===== config.mk =====
export PLATFORM = sky130hd
export DESIGN_NAME = farc_scan
export DESIGN_NICKNAME = d
export VERILOG_FILES = /design/src/rtl/core/farc_pkg.sv /design/src/rtl/core/farc_scan.sv
export SDC_FILE = /design/constraint.sdc
export NUM_CORES = 1
export LEC_CHECK = 0
export BUFFER_PORTS_ARGS = -buffer_cell sky130_fd_sc_hd__buf_2
export CORE_MARGIN = 8
export CORE_UTILIZATION = 58
export DETAILED_ROUTE_END_ITERATION = 16
export HOLD_SLACK_MARGIN = 0.03
export PLACE_DENSITY_LB_ADDON = 0.15
export SYNTH_ARGS = -nofsm -noshare
export SYNTH_HDL_FRONTEND = slang
export SYNTH_SLANG_ARGS = --single-unit

===== constraint.sdc =====
create_clock -name aclk -period 7.5 [get_ports aclk]
set_input_delay 0.75 -clock aclk [delete_from_list [all_inputs] [get_ports aclk]]
set_output_delay 0.75 -clock aclk [all_outputs]
set_load 0.05 [all_outputs]

===== src/rtl/core/farc_pkg.sv =====
`timescale 1ns / 1ps

package farc_pkg;

    localparam int KIND_W   = 2;
    localparam int ADDR_W   = 64;
    localparam int STATUS_W = 3;
    localparam int INDEX_W  = 6;

    localparam logic [KIND_W-1:0] KIND_CLEAR = 2'd0;
    localparam logic [KIND_W-1:0] KIND_TRACK = 2'd1;
    localparam logic [KIND_W-1:0] KIND_QUERY = 2'd2;

    localparam logic [STATUS_W-1:0] ST_EMPTY  = 3'd0;
    localparam logic [STATUS_W-1:0] ST_INSIDE = 3'd1;
    localparam logic [STATUS_W-1:0] ST_PAST   = 3'd2;
    localparam logic [STATUS_W-1:0] ST_BEFORE = 3'd3;
    localparam logic [STATUS_W-1:0] ST_NONE   = 3'd4;

    typedef enum logic [1:0] {
        S_IDLE,
        S_SCAN,
        S_DRAIN,
        S_DONE
    } state_t;

    typedef struct packed {
        logic busy;
        logic hit;
        logic found;
    } scan_flags_t;

endpackage


===== src/rtl/core/farc_scan.sv =====
`timescale 1ns / 1ps

module farc_scan #(
    parameter int IDXW = 6
) (
    input  logic                                aclk,
    input  logic                                aresetn,
    input  logic                                start,
    input  logic                                in_valid,
    input  logic [IDXW-1:0]                     in_idx,
    input  logic [farc_pkg::ADDR_W-1:0]         in_base,
    input  logic [farc_pkg::ADDR_W-1:0]         in_len,
    input  logic [farc_pkg::ADDR_W-1:0]         addr,
    output farc_pkg::scan_flags_t               flags,
    output logic [farc_pkg::STATUS_W-1:0]       best_st,
    output logic [IDXW-1:0]                     win_idx,
    output logic [farc_pkg::ADDR_W-1:0]         win_dist,
    output logic [farc_pkg::ADDR_W-1:0]         best_base,
    output logic [farc_pkg::ADDR_W-1:0]         best_len
);

    localparam int AW = farc_pkg::ADDR_W;

    // stage 1: region end and offset from base
    logic            v1_reg;
    logic [IDXW-1:0] idx1_reg;
    logic [AW-1:0]   b1_reg;
    logic [AW-1:0]   l1_reg;
    logic [AW-1:0]   end1_reg;
    logic [AW-1:0]   off1_reg;
    logic            ge_b1_reg;
    logic [AW:0]     off_wide;

    // stage 2: classification and gap
    logic                          v2_reg;
    logic [IDXW-1:0]               idx2_reg;
    logic [AW-1:0]                 b2_reg;
    logic [AW-1:0]                 l2_reg;
    logic                          inside2_reg;
    logic                          cand2_reg;
    logic [farc_pkg::STATUS_W-1:0] st2_reg;
    logic [AW-1:0]                 d2_reg;
    logic [AW:0]                   diff_end;
    logic                          ge_end;
    logic                          in_region;

    // stage 3: running best
    logic                          hit_reg;
    logic                          found_reg;
    logic [farc_pkg::STATUS_W-1:0] best_st_reg;
    logic [IDXW-1:0]               win_idx_reg;
    logic [AW-1:0]                 win_dist_reg;
    logic [AW-1:0]                 best_base_reg;
    logic [AW-1:0]                 best_len_reg;
    logic                          take_inside;
    logic                          take_near;

    assign off_wide = {1'b0, addr} - {1'b0, in_base};

    always_ff @(posedge aclk) begin
        if (!aresetn) begin
            v1_reg <= 1'b0;
        end else begin
            v1_reg <= in_valid;
        end
        idx1_reg  <= in_idx;
        b1_reg    <= in_base;
        l1_reg    <= in_len;
        end1_reg  <= in_base + in_len;
        off1_reg  <= off_wide[AW-1:0];
        ge_b1_reg <= ~off_wide[AW];
    end

    assign diff_end  = {1'b0, addr} - {1'b0, end1_reg};
    assign ge_end    = ~diff_end[AW];
    assign in_region = ge_b1_reg && !ge_end;

    always_ff @(posedge aclk) begin
        if (!aresetn) begin
            v2_reg <= 1'b0;
        end else begin
            v2_reg <= v1_reg;
        end
        idx2_reg    <= idx1_reg;
        b2_reg      <= b1_reg;
        l2_reg      <= l1_reg;
        inside2_reg <= in_region;
        cand2_reg   <= ge_end || !ge_b1_reg;
        if (in_region) begin
            st2_reg <= farc_pkg::ST_INSIDE;
            d2_reg  <= off1_reg;
        end else if (ge_end) begin
            st2_reg <= farc_pkg::ST_PAST;
            d2_reg  <= diff_end[AW-1:0];
        end else begin
            st2_reg <= farc_pkg::ST_BEFORE;
            d2_reg  <= {AW{1'b0}} - off1_reg;
        end
    end

    assign take_inside = v2_reg && !hit_reg && inside2_reg;
    assign take_near   = v2_reg && !hit_reg && !inside2_reg && cand2_reg &&
                         (d2_reg < win_dist_reg);

    always_ff @(posedge aclk) begin
        if (!aresetn) begin
            hit_reg      <= 1'b0;
            found_reg    <= 1'b0;
            win_dist_reg <= {AW{1'b1}};
        end else if (start) begin
            hit_reg      <= 1'b0;
            found_reg    <= 1'b0;
            win_dist_reg <= {AW{1'b1}};
        end else if (take_inside || take_near) begin
            hit_reg      <= take_inside;
            found_reg    <= 1'b1;
            win_dist_reg <= d2_reg;
        end
        if (take_inside || take_near) begin
            best_st_reg   <= st2_reg;
            win_idx_reg   <= idx2_reg;
            best_base_reg <= b2_reg;
            best_len_reg  <= l2_reg;
        end
    end

    assign flags.busy  = v1_reg || v2_reg;
    assign flags.hit   = hit_reg;
    assign flags.found = found_reg;
    assign best_st     = best_st_reg;
    assign win_idx     = win_idx_reg;
    assign win_dist    = win_dist_reg;
    assign best_base   = best_base_reg;
    assign best_len    = best_len_reg;

endmodule


==> results.md <==
- Status: complete, no violations
- Starting DRT DRC Count: 1904
- Startpoint Class: primary input
- Post-route ant nets: 0
- Clock-pin slew on the worst setup and hold paths: 0.06 ns
- Max-cap violation count: 0
- # port buffers: 404
- Layout Cells excl Fill: 4282
- Io pins: 406
- Synth top area share: 34.79%
- Largest area contributor in the netlist: dfxtp_1
- Routed wire length: 85380 um
- Achievable Freq: 202.4 MHz
- Final core occ: 67.96%
- LEAKAGE: 16.30 nW
- List of most frequent post-synthesis cells: dfxtp_1 (533), a21oi_1 (318), ha_1 (255)
- Total CTS buffers: 71
- Max stage delay on crit path: 0.87 ns
- Number of global-route vias before repair: 24280
- Seq/Total Area, Yosys: 48.10%
- Fin crit period: 4.941 ns
- Critical path type: primary input to flop
- Crit end category: flop
- DRC: 0
- Height of the die: 246.0 um
- Post-cts sizing count: 0
- Relative slew slack: 23.00%
- CTS tree: yes
- Crit path max fanout: 82
- Largest net degree at the start of global routing: 148
- Final hold viol count: 0
- Critical-path top delay cell: nor4_1
- Worst EP required: 8.03 ns
- Syn Inst Count: 3142
- Most numerous cell in the Yosys netlist: dfxtp_1
- Ranking of synthesized cells by area: dfxtp_1 (35%), edfxtp_1 (13%), ha_1 (10%)
- Fin Setup TNS: 0 ns
- GPL Wtd Cong: 0.9385
- Maximum buffer depth of the clock tree: 3
- Clock Skews: 0.01777 ns
- Synth Area per Inst: 9.763 um^2
- FP Rows: 84
- Final setup fails: 0
- HP Class: primary input to flop
- Placed insts: 4146
- PwrDens: 316.0 nW/um^2
- Core area: 52450 um^2
- Async S/R FF share, synth: 0%
- Wire length of the first global-routing pass: 132900 um
- Initial Util: 58.49%
- Hpwl dp: 67270 um
- Most common flop cell mapped by yosys: dfxtp_1
- FILL cells: 4156
- Gr ovfl total: 0
- Number of synthesized flops with an enable pin: 136
- Gr usage total: 27.32%
- Slew at the pin closest to its max-slew limit: 1.150 ns
- CTS sink count: 669
- Hold_buf cts: 0
- Synthesized area: 30670 um^2
- Htree depth: 3
- CTS Root Cell: clkbuf_16
- Cells along the critical path: buf_2 > inv_1 > ha_1 > fa_1 > nand2b_1 > a21oi_1 > nor4_1 > o31ai_2 > o21ai_2 > nor4_1 > o31a_1 > a211o_4 > buf_4 > a211oi_1 > a21oi_1
- Die Wd: 246.0 um
- Peak VDD IR: 0.0003402 V
- Yosys reg bits: 669
- Worst EP arrival: 5.47 ns
- Final Max Slew Viols: 0
- Routed len/inst: 19.94 um
- Area Overhead vs Synth: 16.20%
- Worst skew pair latency: 0.60 ns
- Post-CTS Setup Repair Bufs: 0
- Nets: 3991
- DRT Pass-1 Iters: 8
- Share of cells above drive strength 1: 15.78%
- Final Cycle Share: 65.88%
- Via count: 24750
- Synth unique cells: 85
- Vias per cell: 5.780
- Initial antenna violation count: 14
- Post-Syn Nets: 3602
- Synth warn: 0
- RSZ-0062 raised after global routing: no
- DIE AREA: 60500 um^2
## power by group
| part | total (mW) | internal [mW] | switching [mW] |
|---|---|---|---|
| clock | 3.55 | 2.11 | 1.44 |
| combinational | 3.16 | 1.11 | 2.06 |
| sequential | 4.55 | 4.23 | 0.321 |
## final timing paths
| check | slack, ns | endpoint | start | cells after the start |
|---|---|---|---|---|
| setup / recovery | 2.56 | d2_reg[1]$_DFF_P_ | addr[0] | 15 |
| hold / removal | 0.26 | idx1_reg[3]$_DFF_P_ | in_idx[3] | 1 |
| setup reg to reg | 2.57 | d2_reg[1]$_DFF_P_ | end1_reg[0]$_DFF_P_ | 13 |
| hold reg to reg | 0.32 | b2_reg[12]$_DFF_P_ | b1_reg[12]$_DFF_P_ | 0 |
## layer usage
layer  global-route usage (%)  wire [um]  vias to the layer above
met5                        0         97                        -
met4                    6.777       1886                       14
met3                    5.924       6472                      149
met2                    42.82      37770                      939
met1                    38.17      39150                    11680
li1                         -          -                    11960
## area by class of cell
class	count	area, um^2	share of cell area (%)
Timing Repair Buffer	411	2100	5.890
Sequential cell	669	14760	41.40
Antenna cell	7	17.52	0.04914
Clock inverter	32	382.9	1.074
Tap cell	688	860.8	2.415
Multi-Input combinational cell	2124	14590	40.93
Inverter	254	953.4	2.675
Clock buffer	97	1986	5.571
## cell usage in the layout, fill, tap and decap left out, types with 8 or more instances in the layout
cell | Yosys | routed
o21a_1 | 25 | 25
a31o_2 | 9 | 9
o211ai_1 | 86 | 86
a221oi_1 | 11 | 11
nand2b_1 | 25 | 25
inv_1 | 254 | 254
clkbuf_16 | 0 | 72
nand3_1 | 40 | 40
xnor2_1 | 137 | 137
a21oi_1 | 318 | 318
o21bai_1 | 37 | 37
o21ai_0 | 155 | 155
buf_2 | 8 | 404
and3_1 | 26 | 26
a21o_1 | 114 | 114
o31a_1 | 8 | 8
nor2b_1 | 30 | 29
edfxtp_1 | 136 | 136
ha_1 | 255 | 255
and4_1 | 9 | 9
dfxtp_1 | 533 | 532
a211oi_1 | 21 | 21
xor2_1 | 102 | 102
clkinv_2 | 0 | 10
clkbuf_8 | 0 | 9
nor2_1 | 178 | 178
a31oi_1 | 32 | 32
and2_1 | 15 | 15
nor4_1 | 18 | 18
clkbuf_1 | 77 | 16
or3_1 | 17 | 17
o31ai_1 | 11 | 11
nand2_1 | 233 | 233
nor3_1 | 48 | 48
nand4_1 | 48 | 48
## logic make-up (layout without fill, tap and decap cells)
kind of cell | after synthesis | after routing | share of synthesized area [%]
xor gates and xnor gates | 239 | 239 | 6.824
buffers and inverters | 349 | 794 | 4.389
adders and majority gates | 258 | 258 | 10.60
and+or+nand+nor | 722 | 722 | 11.29
muxes | 8 | 8 | 0.2692
AOI/OAI and AO/OA | 896 | 896 | 18.52
DFF | 669 | 669 | 48.10
other | 1 | 8 | 0.01223
## critical path, delay by kind of cell
family / cells / cell delay (ns)
AOI/OAI and AO/OA: 7 / 2.18
and+or+nand+nor: 3 / 1.20
buffers and inverters: 3 / 0.64
adders and majority gates: 2 / 0.62
## per-stage QoR
stage | hold slack, ns | power, mW | setup slack [ns] | cell area (um^2)
after detailed placement | 0.3121 | 7.735 | 2.143 | 33260
after floorplan | 0.3096 | 6.814 | 0.3778 | 30670
final | 0.2591 | 11.26 | 2.559 | 35640
after global placement | 0.3099 | 7.674 | 2.335 | 33260
after CTS | 0.2257 | 11.29 | 2.717 | 35630
after global routing | 0.2289 | 11.82 | 2.367 | 35630
No activity file was read; power rests on OpenSTA's default activity.
